--- config.mk ---
export PLATFORM = sky130hd
export DESIGN_NAME = ibhq_ctrl
export DESIGN_NICKNAME = d
export VERILOG_FILES = /design/src/design/ibhq_pkg.sv /design/src/design/ibhq_ctrl.sv
export SDC_FILE = /design/constraint.sdc
export NUM_CORES = 1
export LEC_CHECK = 0
export BUFFER_PORTS_ARGS = -buffer_cell sky130_fd_sc_hd__buf_2
export CORE_MARGIN = 10
export CORE_UTILIZATION = 52
export CTS_CLUSTER_SIZE = 8
export DETAILED_ROUTE_END_ITERATION = 10
export PLACE_DENSITY = 0.9
export SETUP_SLACK_MARGIN = 0.15
export SLEW_MARGIN = 20
export SYNTH_ARGS = -nofsm -noshare
export SYNTH_HDL_FRONTEND = slang
export SYNTH_SLANG_ARGS = --single-unit
export TNS_END_PERCENT = 1
--- constraint.sdc ---
create_clock -name clk -period 1.5 [get_ports clk]
set_clock_uncertainty 0.05 [all_clocks]
set_input_delay 0.075 -clock clk [delete_from_list [all_inputs] [get_ports clk]]
set_output_delay 0.075 -clock clk [all_outputs]
set_load 0.02 [all_outputs]
--- src/design/ibhq_pkg.sv ---
`timescale 1ns / 1ps
package ibhq_pkg;

  // Largest number of elements the heap holds; slot 0 is never used.
  localparam int unsigned CAPACITY   = 255;
  localparam int unsigned ID_W       = 8;
  localparam int unsigned VAL_W      = 32;
  localparam int unsigned SLOT_W     = 8;
  localparam int unsigned HEAP_DEPTH = CAPACITY + 1;
  localparam int unsigned ID_DEPTH   = 1 << ID_W;

  // Operation codes carried by an input item.
  localparam logic [1:0] MODE_INSERT = 2'd0;
  localparam logic [1:0] MODE_REMOVE = 2'd1;
  localparam logic [1:0] MODE_INVERT = 2'd2;
  localparam logic [1:0] MODE_QUERY  = 2'd3;

  // One heap slot: element id and its signed priority.
  typedef struct packed {
    logic [ID_W-1:0]         id;
    logic signed [VAL_W-1:0] val;
  } heap_entry_t;

  // Datapath commands, one per cycle.
  typedef enum logic [4:0] {
    OP_NONE,
    OP_LOAD,
    OP_SET_ERR,
    OP_UPD_RD,
    OP_NEW,
    OP_SU_RD,
    OP_SU_MOVE,
    OP_PLACE,
    OP_SD_RD,
    OP_SD_MOVE,
    OP_RM_RD,
    OP_RM_POP,
    OP_INV_START,
    OP_INV_RD,
    OP_INV_LD,
    OP_INV_NEXT,
    OP_FIN_RD,
    OP_FIN_RD2,
    OP_OUT
  } dp_op_t;

  // Datapath status flags seen by the controller.
  typedef struct packed {
    logic [1:0] mode;
    logic       valid_id;
    logic       slot_hit;
    logic       full;
    logic       empty;
    logic       count_gt1;
    logic       up_more;
    logic       up_move;
    logic       leaf;
    logic       dn_move;
    logic       upd_down;
    logic       inv_zero;
    logic       out_free;
  } dp_stat_t;

  // True when priority a belongs nearer the root than priority b.
  function automatic logic ahead(input logic lf, input logic signed [VAL_W-1:0] a,
                                 input logic signed [VAL_W-1:0] b);
    ahead = lf ? (a > b) : (a < b);
  endfunction

endpackage

--- src/design/ibhq_ctrl.sv ---
`timescale 1ns / 1ps
module ibhq_ctrl
  import ibhq_pkg::*;
(
  input  logic     clk,
  input  logic     rst,
  input  logic     in_valid,
  output logic     in_ready,
  input  dp_stat_t stat,
  output dp_op_t   op
);

  typedef enum logic [3:0] {
    S_IDLE,
    S_DISPATCH,
    S_UPD_CMP,
    S_SU_CHK,
    S_SU_CMP,
    S_SD_CHK,
    S_SD_CMP,
    S_RM_POP,
    S_INV_CHK,
    S_INV_LD,
    S_INV_NEXT,
    S_FIN1,
    S_FIN2,
    S_FIN3
  } state_t;

  state_t state, state_next, done_state;

  // After a sift finishes, an invert moves to its next node.
  assign done_state = (stat.mode == MODE_INVERT) ? S_INV_NEXT : S_FIN1;

  // Command decode and next state.
  always_comb begin
    op         = OP_NONE;
    in_ready   = 1'b0;
    state_next = state;
    unique case (state)
      S_IDLE: begin
        in_ready = 1'b1;
        if (in_valid) begin
          op         = OP_LOAD;
          state_next = S_DISPATCH;
        end
      end
      S_DISPATCH: begin
        unique case (stat.mode)
          MODE_INSERT: begin
            if (!stat.valid_id) begin
              op         = OP_SET_ERR;
              state_next = S_FIN1;
            end else if (stat.slot_hit) begin
              op         = OP_UPD_RD;
              state_next = S_UPD_CMP;
            end else if (stat.full) begin
              op         = OP_SET_ERR;
              state_next = S_FIN1;
            end else begin
              op         = OP_NEW;
              state_next = S_SU_CHK;
            end
          end
          MODE_REMOVE: begin
            if (stat.empty) begin
              op         = OP_SET_ERR;
              state_next = S_FIN1;
            end else begin
              op         = OP_RM_RD;
              state_next = S_RM_POP;
            end
          end
          MODE_INVERT: begin
            op         = OP_INV_START;
            state_next = S_INV_CHK;
          end
          MODE_QUERY: begin
            op         = stat.valid_id ? OP_NONE : OP_SET_ERR;
            state_next = S_FIN1;
          end
          default: state_next = S_FIN1;
        endcase
      end
      // An update that moves away from the root sifts down, otherwise up.
      S_UPD_CMP: state_next = stat.upd_down ? S_SD_CHK : S_SU_CHK;
      S_SU_CHK: begin
        if (stat.up_more) begin
          op         = OP_SU_RD;
          state_next = S_SU_CMP;
        end else begin
          op         = OP_PLACE;
          state_next = done_state;
        end
      end
      S_SU_CMP: begin
        if (stat.up_move) begin
          op         = OP_SU_MOVE;
          state_next = S_SU_CHK;
        end else begin
          op         = OP_PLACE;
          state_next = done_state;
        end
      end
      S_SD_CHK: begin
        if (stat.leaf) begin
          op         = OP_PLACE;
          state_next = done_state;
        end else begin
          op         = OP_SD_RD;
          state_next = S_SD_CMP;
        end
      end
      S_SD_CMP: begin
        if (stat.dn_move) begin
          op         = OP_SD_MOVE;
          state_next = S_SD_CHK;
        end else begin
          op         = OP_PLACE;
          state_next = done_state;
        end
      end
      S_RM_POP: begin
        op         = OP_RM_POP;
        state_next = stat.count_gt1 ? S_SD_CHK : S_FIN1;
      end
      S_INV_CHK: begin
        if (stat.inv_zero) begin
          state_next = S_FIN1;
        end else begin
          op         = OP_INV_RD;
          state_next = S_INV_LD;
        end
      end
      S_INV_LD: begin
        op         = OP_INV_LD;
        state_next = S_SD_CHK;
      end
      S_INV_NEXT: begin
        op         = OP_INV_NEXT;
        state_next = S_INV_CHK;
      end
      S_FIN1: begin
        op         = OP_FIN_RD;
        state_next = S_FIN2;
      end
      S_FIN2: begin
        op         = OP_FIN_RD2;
        state_next = S_FIN3;
      end
      S_FIN3: begin
        if (stat.out_free) begin
          op         = OP_OUT;
          state_next = S_IDLE;
        end
      end
      default: state_next = S_IDLE;
    endcase
  end

  // State register.
  always_ff @(posedge clk) begin
    if (rst) begin
      state <= S_IDLE;
    end else begin
      state <= state_next;
    end
  end

endmodule

==> summary.txt, run 1 <==
Floorplan
  • Die width: 61.31 microns
  • Boundary pin count: 23
  • Initial Util: 56.90%
  • Die height: 61.31 microns
  • Die ar.: 3758 sq um
  • CORE AREA: 1559 sq um
  • Num rows: 14

Timing
  • Final setup viols: 8
  • Fin. max-slew vios: 0
  • Final Hold Fails: 0
  • Setup TNS: -1.003 ns
  • Fin worst setup slack: -0.2807 ns
  • Worst hold slack: 0.1376 ns
  • Slew headroom: 72.18%
  • Max Fclk: 561.6 MHz
  • Fin crit share: 118.7%
  • Worst-margin pin slew: 0.4157 ns
  • Minimum clock period: 1.781 ns
  • RSZ-0062 raised after global routing: true

Final layout
  • Largest regs: state x4
  • Final non-filler cell area: 1286 sq um
  • Share of cells above drive strength 1: 49.37%
  • Commonest non-fill, non-tap cell in the layout: buf_4
  • NumNets Final: 177
  • Highest-count cells in the layout ignoring fill and taps: buf_4, buf_2, nor2_1
  • Top reg by flops: state
  • Flip-flop count of the largest register after layout: 4
  • Area growth syn-to-layout: 44.99%
  • Layout fillers: 94
  • # diodes: 0

Synthesis
  • Mean Syn Cell Area: 7.393 sq um
  • Ys flop type: dfxtp_1
  • FFs w/ async S/R, synth: 0%
  • Post-Syn Instances: 120
  • Synth Register Bits: 4
  • Seq/Total Area, Yosys: 9.027%
  • EDFF count, synth: 0
  • Yosys Warn Count: 0
  • Cell Area, Synth: 887.1 sq um
  • Cell variety after synth: 53
  • Post-Syn Nets: 137

Critical path
  • Worst Setup End Kind: primary output
  • Required time worst endpoint: 1.37 ns
  • Max Fanout on Critical Path: 9
  • Worst setup SP type: register
  • Worst Path Arrival: 1.66 ns
  • WS Path Type: reg -> out

Power and ir drop
  • Power Dens Cells: 2301 nW/um^2
  • Peak supply drop: 1486 uV
  • NetSw: 0.001456 W
  • Total power: 0.002960 W
  • Seq pwr share: 8.9%
  • Comb power frac: 86.1%
  • Lkg Pwr: 0.5277 nW
  • Clock power share: 4.9%
  • Internal Pwr Total: 0.001504 W
  • Sw frac: 49.18%

Outcome
  • Failing checks: negative setup slack
  • Outcome: finished, violations left

Placement
  • Placed Area: 1134 sq um
  • Routability cong.: 1.018
  • Port Buffers: 22
  • Dpl ws: -0.06078 ns
  • Hpwl dp: 2312 microns

GRT
  • Global-route wire length before repair: 5382 microns
  • Via count of the first global-routing pass: 1113
  • Number of antenna violations at the first check in global routing: 0
  • Total GRT Usage: 18.66%
  • Largest net degree at the start of global routing: 18
  • GRT overflow: 0

Routing
  • DR pass1 iterations: 5
  • Final ANT Viol Nets: 0
  • Residual DRC: 0
  • Routed via count: 1215
  • 1st-iter DRT viols: 72
  • Post-Route WL: 3849 microns
  • Wire per inst: 22.12 microns
  • Routed vias/inst: 6.983

Clock tree
  • Worst-path clk slew: 0.04 ns
  • Skew-Pair Late Insertion Delay: 0.25 ns
  • Clock Tree Buf Depth: 2
  • CTS tree: yes
  • Clock root buffer: clkbuf_4
  • Clk sinks: 4
  • Total CTS buffers: 3
  • H-Tree Depth: 1

Min path
  • Min-delay worst type: in -> reg

Job
  • Maxcap violations: 0
cell families (layout without fill, tap and decap cells):
logic type             after synthesis  after routing  share of synthesized area, %
AO/OA/AOI/OAI                       44             44                         38.22
buffers and inverters               14             52                         10.30
flip-flops                           4              4                         9.027
multiplexers                         4              4                         4.654
AND/OR/NAND/NOR                     54             54                         37.80
layout make-up:
class,instances,area [sq um],area share [%]
flip-flops and latches,4,86.33,6.712
clock buffers,3,22.52,1.751
well taps,16,20.02,1.556
inverters,4,15.01,1.167
repair buffers,45,350.3,27.24
multi-input cells,102,792.0,61.58
per-stage QoR:
| stage | util [%] | std cells |
|---|---|---|
| 3_5_place_dp | 72.71 | 167 |
| 4_1_cts | 80.82 | 174 |
| 6_report | 82.50 | 174 |
| 2_1_floorplan | - | 120 |
| 5_1_grt | 82.50 | 174 |
| 3_3_place_gp | 72.71 | 167 |
timing repair:
item	in CTS	in global routing
endpoints found under the setup margin	10	10
hold buffers	1	0
pin swaps	5	3
cloned	1	0
buffers inserted	2	0
gates resized for setup	16	6
hold endpoints to repair	1	0
power groups by stage:
stage          combinational [W]  clock [W]  sequential, W
2_1_floorplan            0.00152          0       0.000231
3_3_place_gp             0.00202          0       0.000227
3_5_place_dp             0.00207          0       0.000230
4_1_cts                  0.00234   0.000139       0.000250
5_1_grt                  0.00268   0.000160       0.000272
6_report                 0.00255   0.000146       0.000264
metal layers:
metal / up-vias / global-route usage [%] / share of wire [%]
li1: 532 / - / -
met1: 552 / 21.46 / 37
met2: 99 / 30.62 / 48
met3: 32 / 6.173 / 9.5
met4: 0 / 8.469 / 5.3
met5: - / 0 / 0
synth_stat cells (all sizes together), types with 2 or more instances:
cell type   n  area, sq um
and2b       2        17.52
o21ai       4        20.02
a21oi      11        55.05
a211o       2        17.52
o32ai       2        17.52
inv         4        15.01
o22ai       2        12.51
dfxtp       4        80.08
or2b        2        15.01
a211oi      2        20.02
buf        10        76.32
nor4        2        18.77
nor3        3        15.01
nand3b      4        30.03
a31oi       3        18.77
o211ai      2        15.01
nor2b       6        45.04
mux2i       3        30.03
nand2       7        28.78
nand2b      8        50.05
nor2       12        47.55
a311oi      3        32.53
o21bai      2        15.01
final timing paths:
path / startpoint / endpoint / slack, ns / cells after the start
worst min register to register: state[0] / state[2] / 0.73 / 3
worst max register to register: state[3] / state[2] / -0.08 / 6
worst max-delay path: state[3] / op[0] / -0.28 / 6
worst min-delay path: in_valid / state[1] / 0.14 / 3
worst max-delay path, stage by stage, from the launching register on:
cell and delay [ns]:
dfxtp_2 0.34, buf_12 0.14, nor2_1 0.33, a21oi_2 0.13, nor2_1 0.21, o32ai_4 0.12
buf_6 0.14
No activity file was read; power rests on OpenSTA's default activity.
==> inputs of run 2 (changes only) <==
==> constraint.sdc (replaced) <==
create_clock -name clk -period 1.7 [get_ports clk]
set_clock_uncertainty 0.05 [all_clocks]
set_input_delay 0.085 -clock clk [delete_from_list [all_inputs] [get_ports clk]]
set_output_delay 0.085 -clock clk [all_outputs]
set_load 0.02 [all_outputs]
==> run 2 against run 1 <==
Cell area down 12%; non-clock buffer count down 9; the flow still finishes with violations (negative setup slack); first-iteration DRC count down 31%; via count fell by 8.9%; global-route usage decreased by 2.9 points; routed wire length decreased by 21%; flip-flop and latch count did not move; register-to-register slack gained 0.32 ns; clock-buffer cell count unchanged; core utilization shrank 10 points; sequential share of layout area is 1.7 points higher; critical endpoint is now op[3]; worst hold slack got worse by 0.0055 ns.
==> summary.txt, run 2 (synthesis results as in run 1) <==
Final layout
  • Layout fillers: 114 (was 94)
  • Reg area: 95.09 sq um (was 86.33 sq um)
  • Area growth syn-to-layout: 27.08% (was 44.99%)
  • Flip-flop count of the largest register after layout: 4 (unchanged)
  • # diodes: 0 (unchanged)
  • Commonest non-fill, non-tap cell in the layout: buf_2 (was buf_4)
  • Multi-input gate area: 744.5 sq um (was 792.0 sq um)
  • Top reg by flops: state (unchanged)
  • Highest-count cells in the layout ignoring fill and taps: buf_2, buf_4, nor2_1, a21oi_1, nand2b_1 (was buf_4, buf_2, nor2_1)
  • Largest regs: state x4 (unchanged)
  • Share of cells above drive strength 1: 42.95% (was 49.37%)
  • NumNets Final: 168 (was 177)

Timing
  • Final setup viols: 2 (was 8)
  • Worst hold slack: 0.1321 ns (was 0.1376 ns)
  • Minimum clock period: 1.781 ns
  • RSZ-0062 raised after global routing: true (unchanged)
  • Final Hold Fails: 0 (unchanged)
  • Fin. max-slew vios: 0 (unchanged)
  • Setup TNS: -0.1035 ns (was -1.003 ns)
  • Worst-margin pin slew: 0.3755 ns (was 0.4157 ns)
  • Fin worst setup slack: -0.08136 ns (was -0.2807 ns)
  • Fin crit share: 104.8%
  • Max Fclk: 561.4 MHz
  • Slew headroom: 74.63% (was 72.18%)

Outcome
  • Failing checks: negative setup slack (unchanged)
  • Outcome: finished, violations left (unchanged)

Critical path
  • Required time worst endpoint: 1.56 ns (was 1.37 ns)
  • Worst Setup End Kind: primary output (unchanged)
  • WS Path Type: reg -> out (unchanged)
  • Max Fanout on Critical Path: 17 (was 9)
  • Worst Path Arrival: 1.65 ns (was 1.66 ns)
  • Crit path cell chain: buf_4 -> o21ai_0 -> o31ai_1 -> a221o_1 -> buf_6 (was buf_12 -> nor2_1 -> a21oi_2 -> nor2_1 -> o32ai_4 -> buf_6)
  • CP max stage delay: 0.41 ns (was 0.34 ns)
  • Slowest-stage cell, CP: dfxtp_4 (was dfxtp_2)
  • Worst setup SP type: register (unchanged)

Power and ir drop
  • Comb power frac: 79.7% (was 86.1%)
  • Lkg Pwr: 0.4569 nW (was 0.5277 nW)
  • Sw frac: 51.04% (was 49.18%)
  • Internal Pwr Total: 0.001053 W (was 0.001504 W)
  • NetSw: 0.001098 W (was 0.001456 W)
  • Clock power share: 5.4% (was 4.9%)
  • Seq pwr share: 14.9% (was 8.9%)
  • Power Dens Cells: 1908 nW/um^2 (was 2301 nW/um^2)
  • Peak supply drop: 1135 uV (was 1486 uV)

GRT
  • Met1 Use GR: 18.21% (was 21.46%)
  • Gr busiest metal: met2 (unchanged)
  • Global-route wire length before repair: 4657 microns (was 5382 microns)
  • Total GRT Usage: 15.74% (was 18.66%)
  • Largest net degree at the start of global routing: 18 (unchanged)
  • Met3 usage: 3.909% (was 6.173%)
  • Via count of the first global-routing pass: 1031 (was 1113)
  • Number of antenna violations at the first check in global routing: 0 (unchanged)
  • Met2 track demand over resource: 27.66% (was 30.62%)
  • GRT overflow: 0 (unchanged)

Placement
  • Port Buffers: 22 (unchanged)
  • Hpwl dp: 2194 microns (was 2312 microns)
  • Routability cong.: 0.9859 (was 1.018)

Routing
  • Post-Route WL: 3040 microns (was 3849 microns)
  • 1st-iter DRT viols: 50 (was 72)
  • Routed via count: 1107 (was 1215)
  • Final ANT Viol Nets: 0 (unchanged)
  • DR pass1 iterations: 4 (was 5)
  • Wire per inst: 18.42 microns (was 22.12 microns)
  • Routed vias/inst: 6.709 (was 6.983)
  • Residual DRC: 0 (unchanged)

Floorplan
  • Die ar.: 3758 sq um (unchanged)
  • Num rows: 14 (unchanged)
  • CORE AREA: 1559 sq um (unchanged)
  • Boundary pin count: 23 (unchanged)
  • Initial Util: 56.90% (unchanged)
  • Die width: 61.31 microns (unchanged)
  • Die height: 61.31 microns (unchanged)

Clock tree
  • Clock root buffer: clkbuf_4 (unchanged)
  • CTS tree: yes (unchanged)
  • H-Tree Depth: 1 (unchanged)
  • Total CTS buffers: 3 (unchanged)
  • Clock Tree Buf Depth: 2 (unchanged)
  • Worst-path clk slew: 0.04 ns (about the same)
  • Skew-Pair Late Insertion Delay: 0.24 ns (was 0.25 ns)
  • Clk sinks: 4 (unchanged)

Job
  • Maxcap violations: 0 (unchanged)

Min path
  • Min-delay worst type: in -> reg (unchanged)
[run 2: changes by cell type in the layout (fill, tap and decap cells not counted), sizes merged]
cell / change
bufbuf: -1
buf: -8
[run 2: power by group through the flow]
stage | Clock, W | Combinational (W) | Sequential [W]
after floorplan | 0 | 0.00126 | 0.000189
after global placement | 0 | 0.00148 | 0.000273
after detailed placement | 0 | 0.00152 | 0.000282
after CTS | 0.000122 | 0.00163 | 0.000292
after global routing | 0.000128 | 0.00183 | 0.000331
final | 0.000117 | 0.00171 | 0.000320
[run 2: stage by stage]
stage               util [%]  setup slack, ns  total power [W]  area, sq um  std cells
floorplan                  -           0.2010         0.001451        894.6        120
global placement       66.13          0.04177         0.001753         1031        159
CTS                    70.79         0.009624         0.002045         1104        165
detailed placement     66.13          0.02883         0.001802         1031        159
finish                 72.31         -0.08136         0.002150         1127        165
global route           72.31          -0.1634         0.002293         1127        165
[run 2: routing by layer]
metal / routed length (microns) / share of wire, %
met1: 1143 / 38
met5: 0 / 0
met3: 320 / 11
met2: 1518 / 50
met4: 57 / 1.9
[run 2: cell type report]
cell class                      count  area share, %
Inverter                            4          1.332
Multi-Input combinational cell    102          66.04
Tap cell                           16          1.776
Sequential cell                     4          8.435
Clock buffer                        3          1.998
Timing Repair Buffer               36          20.42
[run 2: critical path, delay by kind of cell (launching register included)]
kind,cells,cell delay [ns]
buffers and inverters,2,0.32
DFF,1,0.41
AOI/OAI and AO/OA,3,0.68
[run 2: worst paths after layout]
| path | start | to | slack, ns | cells after the start |
|---|---|---|---|---|
| worst max register to register | state[0] | state[0] | 0.24 | 5 |
| worst min register to register | state[1] | state[3] | 0.61 | 2 |
| worst max-delay path | state[1] | op[3] | -0.08 | 5 |
| worst min-delay path | in_valid | state[1] | 0.13 | 3 |
[run 2: what timing repair did]
action / in CTS / in global routing
pin swaps: 0 / 1
gates resized for setup: 11 / 8
buffers inserted: 2 / 0
hold buffers: 1 / 0
setup endpoints to repair: 9 / 7
endpoints found under the hold margin: 1 / 0
